[config.mk]
export PLATFORM = sky130hd
export DESIGN_NAME = rlcmc_cell
export DESIGN_NICKNAME = d
export VERILOG_FILES = /design/src/rtl/rlcmc_pkg.sv /design/src/rtl/rlcmc_cell.sv
export SDC_FILE = /design/constraint.sdc
export NUM_CORES = 1
export LEC_CHECK = 0
export ABC_AREA = 1
export ABC_CLOCK_PERIOD_IN_PS = 2900
export CORE_ASPECT_RATIO = 0.7
export CORE_MARGIN = 4
export CORE_UTILIZATION = 55
export DETAILED_ROUTE_END_ITERATION = 8
export DONT_BUFFER_PORTS = 1
export GPL_TIMING_DRIVEN = 0
export PLACE_DENSITY = 0.7
export SYNTH_ARGS = -nofsm -noshare
export SYNTH_HDL_FRONTEND = slang
export SYNTH_SLANG_ARGS = --single-unit
[constraint.sdc]
create_clock -name clk -period 2.9 [get_ports clk]
set_input_delay 0.87 -clock clk [delete_from_list [all_inputs] [get_ports clk]]
set_output_delay 0.87 -clock clk [all_outputs]
set_load 0.01 [all_outputs]
[src/rtl/rlcmc_pkg.sv]
// ----------------------------------------------------------------------------
// rlcmc_pkg
// Shared types, constants and saturating helpers for the run-length
// constrained min-cost block.
// ----------------------------------------------------------------------------
package rlcmc_pkg;

	localparam int COST_W = 11;
	localparam int REG_W  = 7;
	localparam int RES_W  = 32;

	typedef logic [RES_W-1:0]  cost_t;
	typedef logic [COST_W-1:0] col_cost_t;
	typedef logic [REG_W-1:0]  run_len_t;

	typedef logic [1:0][RES_W-1:0]  cost_pair_t;
	typedef logic [1:0][COST_W-1:0] col_pair_t;

	// all ones stands for an unreachable state
	localparam cost_t COST_INF = '1;

	typedef enum logic [0:0] {
		REG_MIN_RUN = 1'b0,
		REG_MAX_RUN = 1'b1
	} cfg_reg_t;

	typedef struct packed {
		logic acc;
		logic first;
	} cell_ctl_t;

	typedef struct packed {
		logic adv;
		logic acc;
	} tree_ctl_t;

	function automatic cost_t sat_add(cost_t a, cost_t b);
		logic [RES_W:0] s;
		s = {1'b0, a} + {1'b0, b};
		return (s >= {1'b0, COST_INF}) ? COST_INF : s[RES_W-1:0];
	endfunction

	function automatic cost_t min2(cost_t a, cost_t b);
		return (b < a) ? b : a;
	endfunction

endpackage

[src/rtl/rlcmc_cell.sv]
// ----------------------------------------------------------------------------
// rlcmc_cell
// One run-length entry of the cost table, both colours. Takes the entry of
// the next shorter run from its neighbor and adds this column's cost.
// ----------------------------------------------------------------------------
module rlcmc_cell #(
	parameter int IDX = 1
) (
	input  logic                   clk,
	input  rlcmc_pkg::cell_ctl_t   ctl,
	input  rlcmc_pkg::col_pair_t   cost,
	input  rlcmc_pkg::run_len_t    hi,
	input  rlcmc_pkg::cost_pair_t  din,
	output rlcmc_pkg::cost_pair_t  q
);

	localparam bit FITS = IDX < (1 << rlcmc_pkg::REG_W);

	rlcmc_pkg::cost_pair_t val_q;
	rlcmc_pkg::cost_pair_t nxt;
	logic                  in_range;

	assign in_range = FITS && (hi >= rlcmc_pkg::run_len_t'(IDX));

	always_comb begin
		for (int c = 0; c < 2; c++) begin
			if (ctl.first) begin
				nxt[c] = (IDX == 1) ? rlcmc_pkg::cost_t'(cost[c]) : rlcmc_pkg::COST_INF;
			end else if (in_range) begin
				nxt[c] = rlcmc_pkg::sat_add(din[c], rlcmc_pkg::cost_t'(cost[c]));
			end else begin
				nxt[c] = rlcmc_pkg::COST_INF;
			end
		end
	end

	always_ff @(posedge clk) begin
		if (ctl.acc) begin
			val_q <= nxt;
		end
	end

	assign q = val_q;

endmodule

==> impl_metrics.env, run 1 <==
export IMPL_tritoncts="yes"
export IMPL_fill_cells=1042
export IMPL_combinationalPowerShare=0.253
export IMPL_port_buffers=0
export IMPL_p_seq_frac=0.358
export IMPL_period_minus_slack_ns=2.953
export IMPL_fin_crit_sh=1.018
export IMPL_setup_worst_path_class="primary input to flop"
export IMPL_yosysSeqAreaShare=0.2825
export IMPL_numCtsBuffers=9
export IMPL_drt_initial_drc_count=654
export IMPL_path_delay_family="simple AND/OR/NAND/NOR gates"
export IMPL_crit_path_cell_trace="ha_1 -> nand2_2 -> inv_1 -> a21oi_1 -> nand2_2 -> buf_4 -> nand2_1 -> nand3b_1 -> nand2_2 -> nand2_1 -> nor2_1 -> nand3_2 -> nor2_4 -> nand2_4 -> buf_4 -> nand3_1 -> nand2_1 -> inv_1"
export IMPL_synth_adder_area_share=0.04635
export IMPL_cts_max_level=3
export IMPL_internal_power_mw=2.287
export IMPL_final_net_count=1273
export IMPL_largest_reg_flops=64
export IMPL_core_area_sq_um=11890
export IMPL_max_slew_margin=0.4451
export IMPL_drv_slew=0
export IMPL_worst_setup_path_end_kind="flop"
export IMPL_fin_cells=1315
export IMPL_slowest_stage="ha_1"
export IMPL_synth_async_reset_ratio=0
export IMPL_rows=33
export IMPL_mostFrequentLayoutCells="nand2_1 (328), inv_1 (199), nor2_1 (99)"
export IMPL_vias=7270
export IMPL_cts_max_path_buffers=2
export IMPL_syn_avg_cell_area_sq_um=6.090
export IMPL_path_buf_inv=4
export IMPL_whs_endpoint="q[42]$_DFFE_PP_"
export IMPL_arrival_ns=3.16
export IMPL_syn_to_final_growth_pct=21.13
export IMPL_rsz0062_at_grt="true"
export IMPL_final_common_cell="nand2_1"
export IMPL_synth_top_family_by_area="simple AND/OR/NAND/NOR gates"
export IMPL_crit_fanout=8
export IMPL_setup_violations=28
export IMPL_dp_cells=1274
export IMPL_place_congestion=0.9932
export IMPL_ant_nets=0
export IMPL_peakVddDrop_uv=395.1
export IMPL_grt_start_max_net_pins=65
export IMPL_hold_depth=0
export IMPL_placed_area_sq_um=7024
export IMPL_start_util=0.5721
export IMPL_netSwitchingFraction=0.3263
export IMPL_wire_per_inst_um=18.00
export IMPL_grt_pass1_wl_um=34540
export IMPL_synthXorXnorAreaFrac=0.009012
export IMPL_ys_seq_elements=64
export IMPL_synth_cells=1117
export IMPL_vias_per_cell=5.529
export IMPL_ios=160
export IMPL_leakagePower_nw=4.432
export IMPL_setup_slack_ns=-0.05345
export IMPL_outcome="finished, violations left"
export IMPL_place_detailed_hpwl_um=17820
export IMPL_cpPeakStageDelay_ns=0.36
export IMPL_pre_cts_ws_ns=-0.5075
export IMPL_n_antenna_cell=0
export IMPL_cts_root_buf="clkbuf_16"
export IMPL_synth_edf_count=64
export IMPL_fp_dieW_um=140.9
export IMPL_grt_pass1_vias=6285
export IMPL_grt_usage=0.3115
export IMPL_finalInstanceArea_sq_um=8240
export IMPL_power_switching_mw=1.108
export IMPL_drive_gt1_frac=0.2280
export IMPL_synthSimpleGateAreaFrac=0.4905
export IMPL_hold_class="primary input to flop"
export IMPL_synth_area_sq_um=6803
export IMPL_cts_reportedPaths_clkPinSlew_ns=0.06
export IMPL_synth_distinct_cells=31
export IMPL_grt_overflow_total=0
export IMPL_firstDrtPassIters=6
export IMPL_hold_start="ctl[1]"
export IMPL_syn_nets=1237
export IMPL_clock_sinks=64
export IMPL_worst_slew_pin_slew_ns=0.8323
export IMPL_p_clk_frac=0.388
export IMPL_drc=0
export IMPL_crit_path_start_kind="primary input"
export IMPL_synth_compound_area_share=0.02888
export IMPL_grt_antenna_before_repair=0
export IMPL_ys_flop_type="edfxtp_1"
export IMPL_totalWireLength_um=23670
export IMPL_yosys_warnings=0
export IMPL_dieArea_sq_um=14240
export IMPL_maxCapViolations=0
export IMPL_violations="setup timing"
export IMPL_required_ns=3.11
export IMPL_fmaxAchievable_ghz=0.3386
export IMPL_power_density_nw_per_um2=412.0
export IMPL_hold_violations=0
export IMPL_synth_mux_area_frac=0
export IMPL_die_h_um=101.1
==> timing repair <==
action / 4_1_cts / 5_1_grt
pin swaps: 25 / 45
resized for setup: 60 / 128
buffers inserted: 11 / 10
cloned: 3 / 3
hold buffers: 0 / 0
endpoints found under the setup margin: 62 / 63
==> cell families after synthesis <==
family / after synthesis
xor gates and xnor gates: 7
adders and majority gates: 24
and+or+nand+nor: 740
DFF: 64
buffers and inverters: 245
AOI/OAI and AO/OA: 37
==> per-stage QoR <==
step	setup TNS, ns	power (mW)	utilization	hold slack [ns]
global placement	-26.54	1.911	0.5907	0.9912
detailed placement	-27.61	1.922	0.5907	0.9929
finish	-0.6950	3.395	0.6930	0.6372
global route	-8.121	3.533	0.6930	0.6281
floorplan	0	1.743	-	0.9825
CTS	0	3.266	0.6532	0.6439
==> final cells by class <==
| type | instances | area [sq um] | area share |
|---|---|---|---|
| multi-input combinational | 808 | 4567 | 0.5542 |
| sequential | 64 | 1922 | 0.2332 |
| clock buffer | 9 | 225.2 | 0.02733 |
| clock inverter | 7 | 118.9 | 0.01442 |
| inverter | 220 | 828.3 | 0.1005 |
| tap | 157 | 196.4 | 0.02384 |
| timing repair buffer | 25 | 224.0 | 0.02718 |
| buffer | 25 | 158.9 | 0.01928 |
==> metal layers <==
metal	routed length, um	GRT usage	up-vias
met5	0	0	-
met1	10670	0.4787	3313
li1	-	-	3553
met4	282	0.05063	0
met2	9863	0.4349	373
met3	2853	0.09294	31
==> synthesized netlist by cell type (4+ instances only) <==
master / number / area share
nand3_2: 23 / 0.034
nor2_1: 116 / 0.064
edfxtp_1: 64 / 0.28
or2_2: 21 / 0.019
nor3_1: 16 / 0.012
ha_1: 22 / 0.040
nand3_1: 136 / 0.10
nand2_1: 379 / 0.21
nor2_2: 4 / 0.0037
clkbuf_1: 13 / 0.0072
inv_1: 217 / 0.12
buf_6: 6 / 0.0099
nand4_1: 12 / 0.011
nand3b_1: 15 / 0.017
nand2_2: 5 / 0.0046
xor2_1: 7 / 0.0090
a21oi_1: 32 / 0.024
buf_2: 5 / 0.0037
==> power groups by stage <==
| stage | registers [mW] | clock network, mW | logic (mW) |
|---|---|---|---|
| 2_1_floorplan | 1.21 | 0 | 0.532 |
| 3_3_place_gp | 1.23 | 0 | 0.676 |
| 3_5_place_dp | 1.23 | 0 | 0.687 |
| 4_1_cts | 1.22 | 1.31 | 0.738 |
| 5_1_grt | 1.23 | 1.36 | 0.947 |
| 6_report | 1.22 | 1.32 | 0.860 |
==> how the worst max path moves through the flow <==
| stage | start | end | slack, ns | depth (start not counted) |
|---|---|---|---|---|
| floorplan | cost[0] | q[18]$_SDFFCE_PP0P_ | 0.006 | 22 |
| detailed placement | cost[0] | q[26]$_SDFFCE_PP0P_ | -0.51 | 19 |
| global route | cost[7] | q[21]$_SDFFCE_PP0P_ | -0.18 | 18 |
| finish | cost[7] | q[11]$_SDFFCE_PP0P_ | -0.05 | 18 |
| CTS | cost[11] | q[36]$_DFFE_PP_ | 0.008 | 20 |
| global placement | cost[0] | q[8]$_DFFE_PP_ | -0.48 | 18 |
Power figures use the tool's default switching activity.
==> run 2: changes to the inputs <==
- HOLD_SLACK_MARGIN: unset -> 0.15
- MAX_ROUTING_LAYER: unset -> met4
- PLACE_DENSITY: 0.7 -> 0.75
==> run 2 against run 1 <==
The run still ends with setup timing left. Sequential share of layout area is 0.67 points lower. Flip-flop and latch count stayed put. Global-route usage is 0.13 points higher. First-iteration DRC count is 18% higher. Sequential power hardly changed. Combinational power is 4.7% higher. Wire length is 2.2% lower. Via count is 1.3% higher. Worst hold slack better by 0.0090 ns. Final cell count stayed put. Largest cell class unchanged.
==> impl_metrics.env, run 2 (synthesis gave the netlist of run 1 again) <==
export IMPL_placed_area_sq_um=7024
export IMPL_ios=160
export IMPL_fp_dieW_um=140.9
export IMPL_combinationalPowerShare=0.268
export IMPL_grt_usage=0.3128
export IMPL_wire_per_inst_um=17.61
export IMPL_grt_pass1_wl_um=33910
export IMPL_rsz0062_at_grt="true"
export IMPL_numCtsBuffers=9
export IMPL_firstDrtPassIters=6
export IMPL_fin_setup_tns_ns=-1.075
export IMPL_power_switching_mw=1.133
export IMPL_mostFrequentLayoutCells="nand2_1 (324), inv_1 (203), nor2_1 (95)"
export IMPL_fin_cells=1315
export IMPL_internal_power_mw=2.224
export IMPL_period_minus_slack_ns=2.958
export IMPL_place_congestion=0.9997
export IMPL_largest_reg_flops=64
export IMPL_maxCapViolations=0
export IMPL_ant_nets=0
export IMPL_outcome="finished, violations left"
export IMPL_netSwitchingFraction=0.3374
export IMPL_worst_setup_path_end_kind="flop"
export IMPL_syn_to_final_growth_pct=24.72
export IMPL_fin_crit_sh=1.020
export IMPL_dieArea_sq_um=14240
export IMPL_cts_reportedPaths_clkPinSlew_ns=0.06
export IMPL_hold_violations=0
export IMPL_hold_start="ctl[1]"
export IMPL_setup_violations=31
export IMPL_drive_gt1_frac=0.2539
export IMPL_crit_path_start_kind="primary input"
export IMPL_power_density_nw_per_um2=395.6
export IMPL_crit_fanout=8
export IMPL_pre_cts_ws_ns=-0.5027
export IMPL_hold_class="primary input to flop"
export IMPL_violations="setup timing"
export IMPL_totalWireLength_um=23150
export IMPL_drv_slew=0
export IMPL_cts_max_level=3
export IMPL_hold_depth=0
export IMPL_core_area_sq_um=11890
export IMPL_worst_slew_pin_slew_ns=0.8705
export IMPL_die_h_um=101.1
export IMPL_power_mw=3.357
export IMPL_place_detailed_hpwl_um=16740
export IMPL_vias_per_cell=5.603
export IMPL_cts_root_buf="clkbuf_16"
export IMPL_rows=33
export IMPL_dp_cells=1274
export IMPL_fmaxAchievable_ghz=0.3381
export IMPL_grt_start_max_net_pins=65
export IMPL_grt_antenna_before_repair=0
export IMPL_n_antenna_cell=0
export IMPL_vias=7368
export IMPL_p_clk_frac=0.370
export IMPL_p_seq_frac=0.362
export IMPL_whs_endpoint="q[33]$_DFFE_PP_"
export IMPL_port_buffers=0
export IMPL_cts_max_path_buffers=2
export IMPL_max_slew_margin=0.4196
export IMPL_peakVddDrop_uv=349.3
export IMPL_required_ns=3.00
export IMPL_grt_pass1_vias=6492
export IMPL_final_common_cell="nand2_1"
export IMPL_tritoncts="yes"
export IMPL_clock_sinks=64
export IMPL_final_net_count=1273
export IMPL_fill_cells=976
export IMPL_setup_slack_ns=-0.05792
export IMPL_finalInstanceArea_sq_um=8484
export IMPL_grt_overflow_total=0
export IMPL_leakagePower_nw=4.513
export IMPL_arrival_ns=3.06
export IMPL_ctsHoldBuffers=0
export IMPL_drc=0
export IMPL_start_util=0.5721
export IMPL_setup_worst_path_class="primary input to flop"
export IMPL_drt_initial_drc_count=769
run 2: cell type report:
cell class              count  area, sq um  area share
multi-input cells         808         4770      0.5622
clock inverters             7        93.84     0.01106
repair buffers             25        287.8     0.03392
clock buffers               9        225.2     0.02654
flip-flops and latches     64         1922      0.2265
plain buffers              25        161.4     0.01902
inverters                 220        828.3     0.09763
well taps                 157        196.4     0.02315
run 2: what timing repair did:
item	4_1_cts	5_1_grt
gates resized for setup	41	195
pin swaps	16	67
gates cloned	6	0
setup endpoints to repair	62	63
setup buffers	4	15
run 2: per-layer routing:
metal / vias up / GRT usage / wire length (um)
met4: 0 / 0.05585 / 297
met5: - / - / 0
li1: 3551 / - / -
met3: 31 / 0.09815 / 2856
met1: 3368 / 0.4509 / 10230
met2: 418 / 0.4349 / 9769
run 2: worst max-delay path: stages:
cell and delay, ns:
ha_4 0.13, inv_2 0.04, fa_2 0.36, inv_2 0.09, nand2_4 0.06, nand2_4 0.07
nand3_4 0.07, nand2_4 0.12, nand2_4 0.07, nand2_4 0.10, nand2_4 0.07, nand2_2 0.08
nand2_2 0.06, nand2_2 0.06, nor2_1 0.04, nand2_1 0.14, nor2_4 0.07, nand2_4 0.16
buf_6 0.16, nand3_2 0.06, nand2_1 0.11, inv_1 0.04
run 2: stage by stage:
step / hold WS [ns] / util
final: 0.6461 / 0.7135
after global routing: 0.6306 / 0.7135
after CTS: 0.6428 / 0.6406
after detailed placement: 0.9920 / 0.5907
after global placement: 0.9905 / 0.5907
after floorplan: 0.9825 / -
run 2: power groups by stage:
stage                     clock [mW]  combinational (mW)  sequential [mW]
after floorplan                    0               0.532             1.21
after global placement             0               0.668             1.23
after detailed placement           0               0.682             1.23
after CTS                       1.22               0.712             1.22
after global routing            1.27               0.995             1.23
final                           1.24               0.900             1.22
run 2: how the worst max path moves through the flow:
stage          startpoint             endpoint  cells past startpoint
4_1_cts          cost[13]  q[50]$_SDFFCE_PP0P_                     20
2_1_floorplan     cost[0]  q[18]$_SDFFCE_PP0P_                     22
6_report           din[0]       q[8]$_DFFE_PP_                     22
3_5_place_dp      cost[0]  q[22]$_SDFFCE_PP0P_                     18
5_1_grt            din[0]  q[20]$_SDFFCE_PP0P_                     21
3_3_place_gp      cost[0]       q[8]$_DFFE_PP_                     18
